`src/rtl/core/mne_pkg.sv`:
```
`default_nettype none
package mne_pkg;

   localparam int TRACK_COUNT_DEF = 16;
   localparam int MAX_BYTES       = 14;
   localparam int CNT_W           = 4;
   localparam int REQ_W           = 88;
   localparam int RSP_W           = 8;

   localparam logic [31:0] VLQ_CAP    = 32'h0FFF_FFFF;
   localparam logic [31:0] VLQ_LIM_1  = 32'h0000_0080;
   localparam logic [31:0] VLQ_LIM_2  = 32'h0000_4000;
   localparam logic [31:0] VLQ_LIM_3  = 32'h0020_0000;
   localparam logic [3:0]  STATUS_ON  = 4'h9;
   localparam logic [3:0]  STATUS_OFF = 4'h8;

   typedef logic [7:0] byte_type;

   // later - earlier, floored at zero and capped to the 28-bit VLQ range
   function automatic logic [27:0] clamp_delta(input logic [31:0] later,
                                               input logic [31:0] earlier);
      logic [31:0] d;
      d = later - earlier;
      if (later < earlier) begin
         clamp_delta = '0;
      end else if (d > VLQ_CAP) begin
         clamp_delta = VLQ_CAP[27:0];
      end else begin
         clamp_delta = d[27:0];
      end
   endfunction

   function automatic logic [2:0] vlq_len(input logic [27:0] d);
      logic [31:0] dx;
      dx = {4'h0, d};
      if (dx < VLQ_LIM_1) begin
         vlq_len = 3'd1;
      end else if (dx < VLQ_LIM_2) begin
         vlq_len = 3'd2;
      end else if (dx < VLQ_LIM_3) begin
         vlq_len = 3'd3;
      end else begin
         vlq_len = 3'd4;
      end
   endfunction

   // byte k of one event: n VLQ bytes, status, note, velocity; zero past the end
   function automatic byte_type event_byte(input logic [27:0] d,
                                           input logic [2:0]  n,
                                           input logic [3:0]  k,
                                           input logic [3:0]  status_hi,
                                           input logic [3:0]  chan,
                                           input logic [6:0]  note,
                                           input logic [6:0]  velo);
      logic [3:0] nx;
      logic [3:0] g;
      logic [6:0] grp;
      nx  = {1'b0, n};
      g   = nx - 4'd1 - k;
      grp = '0;
      case (g[1:0])
         2'd0:    grp = d[6:0];
         2'd1:    grp = d[13:7];
         2'd2:    grp = d[20:14];
         2'd3:    grp = d[27:21];
         default: grp = '0;
      endcase
      if (k < nx) begin
         event_byte = {(k != nx - 4'd1), grp};
      end else if (k == nx) begin
         event_byte = {status_hi, chan};
      end else if (k == nx + 4'd1) begin
         event_byte = {1'b0, note};
      end else if (k == nx + 4'd2) begin
         event_byte = {1'b0, velo};
      end else begin
         event_byte = '0;
      end
   endfunction

endpackage
`default_nettype wire

```
`src/rtl/core/midi_note_event_encoder_core.sv`:
```
`default_nettype none
// Channel  Dir  Group         Payload
// req      in   req_t*        one note: track, start/end tick, chan, note, velocity
// rsp      out  rsp_t*        one encoded track byte per transfer, tlast on final byte
//
// A note is held in an input register, then expanded into a 14-byte shift buffer;
// the buffer drains one byte per cycle on rsp while rsp_tready is high.
// Each note gives 8 to 14 output bytes (two events of 4 to 7 bytes each).
// The next note is taken into the input register while the buffer still drains,
// and loads the buffer in the cycle its last byte transfers.
// A note on a track at or above TRACK_COUNT is consumed and gives no bytes.
// Synchronous reset clears all valid flags and every track time to zero.
module midi_note_event_encoder_core
   import mne_pkg::*;
#(
   parameter int TRACK_COUNT = TRACK_COUNT_DEF
) (
   input  wire              clock,
   input  wire              reset,
   input  wire              req_tvalid,
   output logic             req_tready,
   // [3:0] track, [35:4] start_tick, [67:36] end_tick, [71:68] chan,
   // [78:72] note_num, [85:79] velo, [87:86] zero
   input  wire [REQ_W-1:0]  req_tdata,
   output logic             rsp_tvalid,
   input  wire              rsp_tready,
   // [7:0] out_byte
   output logic [RSP_W-1:0] rsp_tdata,
   output logic             rsp_tlast   // last_byte
);

   localparam int TW = (TRACK_COUNT > 1) ? $clog2(TRACK_COUNT) : 1;
   localparam int XW = ((TW > 4) ? TW : 4) + 1;

   // input register
   logic        a_valid_ff, a_valid_in;
   logic [3:0]  a_track_ff;
   logic [31:0] a_start_ff, a_end_ff;
   logic [3:0]  a_chan_ff;
   logic [6:0]  a_note_ff, a_velo_ff;

   // output shift buffer
   byte_type             buf_ff [MAX_BYTES];
   byte_type             buf_in [MAX_BYTES];
   logic [CNT_W-1:0]     cnt_ff, cnt_in;

   logic [31:0] track_time_ff [TRACK_COUNT];

   logic          req_xfer, rsp_xfer, ld, trk_ok;
   logic [XW-1:0] trk_x;
   logic [TW-1:0] trk_idx;
   logic [27:0]   d_on, d_off;
   logic [2:0]    n_on, n_off;
   logic [3:0]    len_on, len_tot;
   byte_type      new_buf [MAX_BYTES];

   assign req_xfer = req_tvalid && req_tready;
   assign rsp_xfer = rsp_tvalid && rsp_tready;
   // buffer takes the held note when empty or when its final byte goes out now
   assign ld         = a_valid_ff && ((cnt_ff == '0) || ((cnt_ff == CNT_W'(1)) && rsp_tready));
   assign req_tready = !a_valid_ff || ld;

   assign rsp_tvalid = (cnt_ff != '0);
   assign rsp_tlast  = (cnt_ff == CNT_W'(1));
   assign rsp_tdata  = buf_ff[0];

   assign trk_x   = XW'(a_track_ff);
   assign trk_ok  = trk_x < XW'(TRACK_COUNT);
   assign trk_idx = trk_x[TW-1:0];

   always_comb begin
      d_on    = clamp_delta(a_start_ff, track_time_ff[trk_idx]);
      d_off   = clamp_delta(a_end_ff, a_start_ff);
      n_on    = vlq_len(d_on);
      n_off   = vlq_len(d_off);
      len_on  = {1'b0, n_on} + 4'd3;
      len_tot = len_on + {1'b0, n_off} + 4'd3;
      for (int i = 0; i < MAX_BYTES; i++) begin
         if (4'(i) < len_on) begin
            new_buf[i] = event_byte(d_on, n_on, 4'(i), STATUS_ON, a_chan_ff,
                                    a_note_ff, a_velo_ff);
         end else begin
            new_buf[i] = event_byte(d_off, n_off, 4'(i) - len_on, STATUS_OFF,
                                    a_chan_ff, a_note_ff, a_velo_ff);
         end
      end
   end

   always_comb begin
      a_valid_in = a_valid_ff;
      if (req_xfer) begin
         a_valid_in = 1'b1;
      end else if (ld) begin
         a_valid_in = 1'b0;
      end

      cnt_in = cnt_ff;
      for (int i = 0; i < MAX_BYTES; i++) begin
         buf_in[i] = buf_ff[i];
      end
      if (rsp_xfer) begin
         cnt_in = cnt_ff - CNT_W'(1);
         for (int i = 0; i < MAX_BYTES - 1; i++) begin
            buf_in[i] = buf_ff[i + 1];
         end
         buf_in[MAX_BYTES-1] = '0;
      end
      if (ld && trk_ok) begin
         cnt_in = len_tot;
         for (int i = 0; i < MAX_BYTES; i++) begin
            buf_in[i] = new_buf[i];
         end
      end
   end

   always_ff @(posedge clock) begin
      if (reset) begin
         a_valid_ff <= 1'b0;
         cnt_ff     <= '0;
         for (int t = 0; t < TRACK_COUNT; t++) begin
            track_time_ff[t] <= '0;
         end
      end else begin
         a_valid_ff <= a_valid_in;
         cnt_ff     <= cnt_in;
         if (ld && trk_ok) begin
            track_time_ff[trk_idx] <= a_end_ff;
         end
      end
   end

   always_ff @(posedge clock) begin
      if (req_xfer) begin
         a_track_ff <= req_tdata[3:0];
         a_start_ff <= req_tdata[35:4];
         a_end_ff   <= req_tdata[67:36];
         a_chan_ff  <= req_tdata[71:68];
         a_note_ff  <= req_tdata[78:72];
         a_velo_ff  <= req_tdata[85:79];
      end
      for (int i = 0; i < MAX_BYTES; i++) begin
         buf_ff[i] <= buf_in[i];
      end
   end

   a_cnt_range: assert property (@(posedge clock) disable iff (reset)
      cnt_ff <= CNT_W'(MAX_BYTES))
      else $error("byte count out of range");

   a_load_len: assert property (@(posedge clock) disable iff (reset)
      (ld && trk_ok) |=> (cnt_ff >= CNT_W'(8)) && (cnt_ff <= CNT_W'(MAX_BYTES)))
      else $error("loaded note length outside 8..14");

   a_load_only_free: assert property (@(posedge clock) disable iff (reset)
      ld |-> (cnt_ff == '0) || (rsp_xfer && rsp_tlast))
      else $error("buffer loaded while bytes pending");

   a_rsp_hold: assert property (@(posedge clock) disable iff (reset)
      (rsp_tvalid && !rsp_tready) |=> rsp_tvalid && $stable(rsp_tdata)
                                      && $stable(rsp_tlast))
      else $error("rsp changed while stalled");

   a_req_hold: assert property (@(posedge clock) disable iff (reset)
      (a_valid_ff && !ld) |=> a_valid_ff && $stable(a_start_ff) && $stable(a_end_ff)
                              && $stable(a_track_ff))
      else $error("held note changed before load");

endmodule
`default_nettype wire

```
`config.mk`:
```
export PLATFORM = sky130hd
export DESIGN_NAME = midi_note_event_encoder_core
export DESIGN_NICKNAME = d
export VERILOG_FILES = /design/src/rtl/core/mne_pkg.sv /design/src/rtl/core/midi_note_event_encoder_core.sv
export SDC_FILE = /design/constraint.sdc
export NUM_CORES = 1
export LEC_CHECK = 0
export BUFFER_PORTS_ARGS = -buffer_cell sky130_fd_sc_hd__buf_2
export CELL_PAD_IN_SITES_DETAIL_PLACEMENT = 0
export CELL_PAD_IN_SITES_GLOBAL_PLACEMENT = 1
export CORE_ASPECT_RATIO = 1.25
export CORE_MARGIN = 1.5
export CORE_UTILIZATION = 47
export DETAILED_ROUTE_END_ITERATION = 16
export HOLD_SLACK_MARGIN = 0.15
export PLACE_DENSITY_LB_ADDON = 0.25
export REMOVE_ABC_BUFFERS = 1
export SETUP_SLACK_MARGIN = 0.5
export SLEW_MARGIN = 0
export SYNTH_ARGS = -nofsm -noshare
export SYNTH_HDL_FRONTEND = slang
export SYNTH_SLANG_ARGS = --single-unit
```
`constraint.sdc`:
```
create_clock -name clock -period 8.9 [get_ports clock]
set_clock_uncertainty 0.2 [all_clocks]
set_input_delay 0.445 -clock clock [delete_from_list [all_inputs] [get_ports clock]]
set_output_delay 0.445 -clock clock [all_outputs]
set_load 0.02 [all_outputs]
```
* Word-level counts from Yosys, hierarchy flattened
Memory sizes are Yosys's and may differ from the RTL's. A register that Yosys moved wholly into a read port is not among the register bits.
Index checks and enable logic that the tools add are counted.
** Cells by class
- Add/sub/neg operators :: 52
- Order comparisons :: 52
- Eq/ne operators :: 183
- Multiplexer cells :: 171
- Reductions and logical operators :: 44
** Operators by type and width (count)
- $pmux 7 s4 :: 27
- $mux 8 :: 64
- $mux 7 :: 55
- $mux 112 :: 2
- $eq 4x4->1 :: 28
- $mux 28 :: 4
- $eq 2x2->1 const B :: 54
- $gt 32x28->1 const B :: 2
- $lt 32x32->1 :: 2
- $sub 32x32->32 :: 2
- $eq 4x3->1 :: 14
- $lt 28x15->1 const B :: 2
- $lt 28x22->1 const B :: 2
- $lt 28x8->1 const B :: 2
- $lt 4x3->1 :: 14
- $ne 4x4->1 :: 14
- $eq 2x1->1 const B :: 27
- $logic_not 2->1 :: 27
- $eq 4x4->1 const A :: 12
- $eq 3x4->1 const A :: 8
- $mux 32 :: 1
- $reduce_or 32->1 :: 1
- $sub 2x2->2 :: 14
- $lt 4x3->1 const A :: 6
- 40 further kinds :: 118
** Word-level totals
- Bits in registers :: 91
- RAM bits :: 624
- Bits of input ports :: 92
- Output and inout port bits :: 11
- Word-level logic and storage cells :: 512
- Memories kept :: 2
** Memories
- track_time_ff :: depth 16, width 32, rd ports 1, clocked after Yosys merged registers in 1, write ports 16, RTL line midi_note_event_encoder_core.sv:47 : logic [31:0] track_time_ff [TRACK_COUNT];
- buf_ff :: depth 14, width 8, rd ports 14, clocked after Yosys merged registers in 0, write ports 14, RTL line midi_note_event_encoder_core.sv:43 : byte_type buf_ff [MAX_BYTES];

* Longest topological paths before layout
Gate-level depths: netlist of the first run.
- Depth after elaboration :: 17
- Mapped depth :: 34
- Mapped depth without buffers :: 29

* Worst setup path after synthesis of the first run
OpenSTA, ideal clock, no wires.
- Path kind :: register to register
- From :: register with a tool-made name
- To :: memory buf_ff[0][40] (netlist name) (data pin)
- Library setup time :: 0.260 ns
- Data arrival time :: 8.263 ns
- Path slack :: 0.177 ns
- Stages on the path, launching flop included :: 32
- Buffers on the path :: 7
- Path through :: dfxtp_1 -> clkbuf_1 -> buf_1 -> mux4_2 -> mux4_2 -> inv_1 -> ha_1 -> buf_2 -> a21oi_1 -> o21ai_0 -> o21ai_0 -> a31oi_1 -> or4_1 -> o2bb2ai_1 -> nor4_4 -> a41oi_1 -> inv_1 -> clkbuf_1 -> clkbuf_1 -> nor2_1 -> ha_1 -> clkbuf_1 -> xnor2_1 -> xnor2_1 -> clkbuf_1 -> mux4_2 -> nor2_1 -> nor2_1 -> a21oi_1 -> nor3_1 -> a221oi_1 -> nand2_1
** RTL lines (RTL line)
- end, declared :: midi_note_event_encoder_core.sv:43

==> flow_summary.json, run 1 <==
{
  "comb_power_share": 0.586,
  "synth_cell_type_count": 89,
  "dieWidth_um": 271,
  "cts_tree": "done",
  "synth_flop_cell": "edfxtp_1",
  "synthTopCellsByArea": "edfxtp_1 (51%), mux4_2 (9.8%), and2_1 (7.5%)",
  "vias_per_cell": 6.48,
  "cpPeakStageDelay_ns": 0.52,
  "ys_seq_elements": 719,
  "drc": 0,
  "cp.required_ns": 9.21,
  "power.total_mw": 18.9,
  "setup_slack_ns": 0.733,
  "grt_pass1_wl_um": 224000,
  "intPower_mw": 9.84,
  "cts_buffers": 77,
  "hold_class": "input pin to flip-flop",
  "rsz0062_at_grt": "yes",
  "start_kind": "flip-flop",
  "io_buffers": 100,
  "switchingPower_mw": 9.06,
  "cp.buffers_inverters": 8,
  "syn_avg_cell_area_um2": 11.5,
  "crit_family": "compound AO/OA/AOI/OAI gates",
  "io_pins": 103,
  "synth_top_area_cell": "edfxtp_1",
  "antenna_found_initial": 8,
  "area_growth_pct": 14.3,
  "worstPathArrival_ns": 8.48,
  "swShare": 0.479,
  "fin_crit_ns": 8.17,
  "route.vias.total": 32900,
  "insertion_delay_ns": 0.66,
  "num_rows": 122,
  "period_share": 0.918,
  "cts_root_buf": "clkbuf_16",
  "finalWirelength_um": 158000,
  "synth_most_common_cell": "edfxtp_1",
  "grt_pass1_vias": 31800,
  "drv_cap": 0,
  "drive_gt1_frac": 0.176,
  "clk_path_buf_depth": 3,
  "ant_nets": 0,
  "end_kind": "flip-flop",
  "cp_slowest_cell": "mux4_2",
  "timing_worst_setup_path_type": "flip-flop to flip-flop",
  "hold_viol_final": 0,
  "gp_congestion": 1.10,
  "worstMarginPinSlew_ns": 1.15,
  "grt_use_total": 0.343,
  "synth_area_um2": 42200,
  "slew_viol_final": 0,
  "max_freq_mhz": 122,
  "start_util": 0.475,
  "crit_fanout": 18,
  "ys_seq_area_frac": 0.510,
  "place_ws_ns": 0.213,
  "nFillCells": 7586,
  "nNetsFinal": 4041,
  "grt_max_degree": 72,
  "status": "finished, final reports clean",
  "post_drt_wl_per_cell_um": 31.1,
  "grt.overflow.total": 0,
  "ir_worst_vdd_v": 0.000309,
  "seqPwrFrac": 0.249,
  "power.density_nw_per_um2": 392,
  "slew_headroom": 0.230,
  "synth_common_cells": "edfxtp_1 (710), and2_1 (508), clkbuf_1 (254), nand2_1 (249), a21oi_1 (198)",
  "clockPowerShare": 0.165,
  "dr.pass1.iters": 6,
  "synth_top_area_frac": 0.506,
  "coreArea_um2": 88700,
  "die_h_um": 338,
  "setup_viol": 0,
  "async_reset_ff_frac": 0,
  "yosysWarnings": 0,
  "dieArea_um2": 91500,
  "drt_iter0_drc": 4142,
  "cts_sinks": 719,
  "htreeDepth": 3,
  "leakagePower_nw": 17.6,
  "synth_edf_count": 710,
  "crit_top_cell": "inv_1",
  "hpwlAfterDp_um": 105000,
  "clkSlewWorstSetupHoldPaths_ns": 0.06,
  "syn_inst": 3676
}
==> flip-flops by register name (all words and copies together), names as in the netlist, named ones only <==
register / cells
a_chan_ff: 4
a_end_ff: 32
a_note_ff: 7
a_start_ff: 32
a_track_ff: 4
a_valid_ff: 1
a_velo_ff: 7
buf_ff: 112
cnt_ff: 4
track_time_ff: 512
==> through the flow <==
stage | setup TNS (ns) | cell area (um2) | util | hold WS [ns] | std cells
floorplan | -626.44 | 41000 | - | 0.279 | 3379
global placement | 0 | 44600 | 0.503 | 0.293 | 4837
detailed placement | 0 | 44600 | 0.503 | 0.305 | 4837
CTS | 0 | 47900 | 0.541 | 0.263 | 5068
global route | 0 | 48200 | 0.543 | 0.288 | 5079
finish | 0 | 48200 | 0.543 | 0.297 | 5081
==> worst paths after layout <==
kind / startpoint / end / slack, ns / depth (start not counted)
worst max-delay path: flip-flop / buf_ff[0][23]$_DFFE_PP_ / 0.73 / 28
worst min-delay path: req_tdata[62] / a_end_ff[26]$_DFFE_PP_ / 0.30 / 2
worst max register to register: flip-flop / buf_ff[0][23]$_DFFE_PP_ / 0.73 / 28
worst min register to register: buf_ff[1][31]$_DFFE_PP_ / buf_ff[1][23]$_DFFE_PP_ / 0.31 / 2
==> placed cells by master, fill, tap and decap left out, drive strengths merged, types with 22 or more instances in the layout <==
cell         Yosys  layout
a21oi          198     198
and2           512     512
o211ai          41      41
o21ai          171     171
a22oi           38      38
a211oi          27      27
a21o            41      41
nor2           192     192
ha             107     107
xor2            22      22
nor4            39      39
buf             44     291
clkinv           5      34
nor3            80      80
a221oi          49      49
o22ai           22      22
mux4           183     183
and3            24      24
a31oi           42      42
clkbuf         255      99
xnor2           47      47
nand3           64      64
inv            130     138
nand4           38      38
edfxtp         710     710
nand2          249     249
dlygate4sd3      0      90
==> power by group through the flow <==
stage	sequential, mW	clock [mW]	combinational (mW)
6_report	4.72	3.11	11.1
5_1_grt	4.75	3.25	11.6
4_1_cts	4.72	3.14	10.4
3_5_place_dp	4.78	0	10.3
3_3_place_gp	4.77	0	10.3
2_1_floorplan	4.75	0	6.17
==> per-layer routing <==
metal,vias up,part of all wire,GRT usage
met2,1836,0.47,0.569
met3,561,0.080,0.0516
li1,14300,-,-
met1,16300,0.36,0.412
met5,-,0.00038,0
met4,8,0.084,0.241
==> final cells by class <==
type / instances / area (um2) / area share
inverters: 135 / 509 / 0.0106
flip-flops and latches: 719 / 21500 / 0.446
diodes: 2 / 5.00 / 0.000104
clock buffers: 99 / 2010 / 0.0417
clock inverters: 42 / 359 / 0.00745
well taps: 1178 / 1470 / 0.0306
multi-input cells: 2525 / 19300 / 0.401
repair buffers: 381 / 2990 / 0.0620
==> cell families (layout without fill, tap and decap cells) <==
logic type / count (synthesis) / after routing / synth area share
AO/OA/AOI/OAI: 840 / 840 / 0.134
XOR/XNOR: 70 / 70 / 0.0154
adder cells (fa/ha/maj): 110 / 110 / 0.0332
buffers and inverters: 434 / 657 / 0.0397
flip-flops: 719 / 719 / 0.510
multiplexers: 205 / 205 / 0.103
other: 2 / 6 / 0.000178
AND/OR/NAND/NOR: 1296 / 1296 / 0.164
==> repair_timing <==
item,CTS,global route
hold buffers,90,0
buffers inserted,0,11
endpoints found under the setup margin,15,89
gates resized for setup,8,38
pin swaps,0,3
endpoints found under the hold margin,95,0
No activity file was read; power rests on OpenSTA's default activity.
==> run 2: changes to the inputs <==
--- a/config.mk
+++ b/config.mk
@@ -6,13 +6,15 @@
 export NUM_CORES = 1
 export LEC_CHECK = 0
 export BUFFER_PORTS_ARGS = -buffer_cell sky130_fd_sc_hd__buf_2
+export CAP_MARGIN = 20
 export CELL_PAD_IN_SITES_DETAIL_PLACEMENT = 0
 export CELL_PAD_IN_SITES_GLOBAL_PLACEMENT = 1
 export CORE_ASPECT_RATIO = 1.25
 export CORE_MARGIN = 1.5
-export CORE_UTILIZATION = 47
+export CORE_UTILIZATION = 52
 export DETAILED_ROUTE_END_ITERATION = 16
 export HOLD_SLACK_MARGIN = 0.15
+export MAX_ROUTING_LAYER = met4
 export PLACE_DENSITY_LB_ADDON = 0.25
 export REMOVE_ABC_BUFFERS = 1
 export SETUP_SLACK_MARGIN = 0.5
==> constraint.sdc (replaced) <==
create_clock -name clock -period 8 [get_ports clock]
set_clock_uncertainty 0.2 [all_clocks]
set_input_delay 0.4 -clock clock [delete_from_list [all_inputs] [get_ports clock]]
set_output_delay 0.4 -clock clock [all_outputs]
set_load 0.02 [all_outputs]
==> flow_summary.json, run 2 (synthesis results as in run 1) <==
{
  "dr.pass1.iters": 6,
  "intPower_mw": 12.7,
  "fin_cells": 5183,
  "timing.rr.end": "buf_ff[1][3]$_DFFE_PP_",
  "nNetsFinal": 4263,
  "start_util": 0.526,
  "grt_pass1_wl_um": 241000,
  "post_drt_wl_per_cell_um": 33.3,
  "cts_sinks": 719,
  "htreeDepth": 3,
  "timing_worst_setup_path_type": "flip-flop to flip-flop",
  "end_kind": "flip-flop",
  "dieArea_um2": 82800,
  "drc": 0,
  "clockPowerShare": 0.146,
  "gr-usage-met1": 0.462,
  "worstPathArrival_ns": 7.62,
  "min_from": "req_tdata[25]",
  "io_pins": 103,
  "clk_path_buf_depth": 3,
  "power.total_mw": 23.9,
  "dieWidth_um": 258,
  "grt_use_total": 0.424,
  "rsz0062_at_grt": "yes",
  "insertion_delay_ns": 0.66,
  "grtUsageMet2": 0.689,
  "crit_top_cell": "buf_4",
  "ir_worst_vdd_v": 0.000339,
  "holdPathStages": 2,
  "switchingPower_mw": 11.2,
  "setup_viol": 0,
  "slew_headroom": 0.224,
  "period_share": 0.928,
  "cts_tree": "done",
  "cts_root_buf": "clkbuf_16",
  "drive_gt1_frac": 0.249,
  "fin_crit_ns": 7.43,
  "busiest_layer": "met2",
  "min_to": "a_start_ff[21]$_DFFE_PP_",
  "hpwlAfterDp_um": 115000,
  "num_rows": 116,
  "cp.required_ns": 8.19,
  "placed_cells": 4871,
  "hold_viol_final": 0,
  "seqPwrFrac": 0.219,
  "crit_fanout": 8,
  "cts_buffers": 72,
  "final_common_cell": "edfxtp_1",
  "coreArea_um2": 80100,
  "hold_class": "input pin to flip-flop",
  "largest_registers": "track_time_ff x512, buf_ff x112",
  "nFillCells": 6074,
  "status": "finished, final reports clean",
  "worstMarginPinSlew_ns": 1.16,
  "finalWirelength_um": 173000,
  "rr_worst_depth": 32,
  "leakagePower_nw": 18.9,
  "power.density_nw_per_um2": 472,
  "die_h_um": 321,
  "vias_per_cell": 6.81,
  "cpPeakStageDelay_ns": 0.51,
  "largest_reg_flops": 512,
  "gp_congestion": 1.11,
  "regMostFlops": "track_time_ff",
  "comb_power_share": 0.635,
  "antenna_found_initial": 5,
  "area_growth_pct": 20.2,
  "swShare": 0.468,
  "max_freq_mhz": 135,
  "grt_max_degree": 71,
  "drt_iter0_drc": 5013,
  "cp_slowest_cell": "mux4_2",
  "ant_nets": 0,
  "mostFrequentLayoutCells": "edfxtp_1 (710), and2_1 (502), buf_4 (368)",
  "grt_pass1_vias": 34500,
  "met3_usage": 0.0723,
  "start_kind": "flip-flop",
  "grt.overflow.total": 0,
  "route.vias.total": 35300,
  "slew_viol_final": 0,
  "io_buffers": 100,
  "rrSetupSlack_ns": 0.57,
  "drv_cap": 0,
  "clkSlewWorstSetupHoldPaths_ns": 0.06
}
[run 2: critical path, delay by kind of cell (launching register included)]
kind / cells / cell delay (ns)
XOR/XNOR: 1 / 0.14
adder cells (fa/ha/maj): 2 / 0.47
AO/OA/AOI/OAI: 8 / 1.55
AND/OR/NAND/NOR: 6 / 1.05
flip-flops: 1 / 0.44
buffers and inverters: 12 / 2.03
multiplexers: 3 / 1.29
[run 2: how the worst max path moves through the flow]
stage	start	to	slack (ns)	depth (start not counted)
global route	flip-flop	buf_ff[0][42]$_DFFE_PP_	0.41	33
detailed placement	flip-flop	buf_ff[0][50]$_DFFE_PP_	-0.15	31
finish	flip-flop	buf_ff[1][3]$_DFFE_PP_	0.57	32
floorplan	flip-flop	buf_ff[0][51]$_DFFE_PP_	-7.06	28
global placement	flip-flop	buf_ff[0][50]$_DFFE_PP_	-0.08	31
CTS	flip-flop	buf_ff[0][23]$_DFFE_PP_	0.50	35
[run 2: stage by stage]
step                area, um2  setup TNS (ns)  setup WS (ns)  hold WS [ns]  utilization
finish                  50700               0          0.573         0.256        0.633
global route            50700               0          0.409         0.241        0.633
CTS                     49400               0          0.497         0.216        0.617
detailed placement      45600          -0.407         -0.147         0.314        0.569
global placement        45600          -0.113        -0.0755         0.298        0.569
floorplan               41000         -730.84          -7.06         0.272            -
[run 2: power by group through the flow]
stage / clock (mW) / combinational, mW / sequential [mW]
finish: 3.49 / 15.2 / 5.24
global route: 3.63 / 15.8 / 5.26
CTS: 3.49 / 13.6 / 5.23
detailed placement: 0 / 13.0 / 5.29
global placement: 0 / 12.9 / 5.27
floorplan: 0 / 6.86 / 5.28
[run 2: timing repair]
item / CTS / global route
hold buffers: 90 / 0
hold endpoints to repair: 95 / 0
gates cloned: 2 / 3
gates resized for setup: 65 / 182
buffers inserted: 28 / 55
endpoints found under the setup margin: 104 / 108
pin swaps: 12 / 50
[run 2: final cells by class]
| type | instances | area [um2] | share of cell area |
|---|---|---|---|
| Clock buffer | 91 | 1870 | 0.0370 |
| Clock inverter | 38 | 499 | 0.00985 |
| Sequential cell | 719 | 21500 | 0.424 |
| Multi-Input combinational cell | 2525 | 20000 | 0.394 |
| Inverter | 135 | 520 | 0.0103 |
| Tap cell | 1062 | 1330 | 0.0262 |
| Timing Repair Buffer | 608 | 4980 | 0.0982 |
| Antenna cell | 5 | 12.5 | 0.000247 |
[run 2: routing by layer]
metal / share of wire / vias to the layer above
met2: 0.48 / 2518
met4: 0.095 / 0
met5: 0 / -
li1: - / 14700
met3: 0.096 / 738
met1: 0.33 / 17400
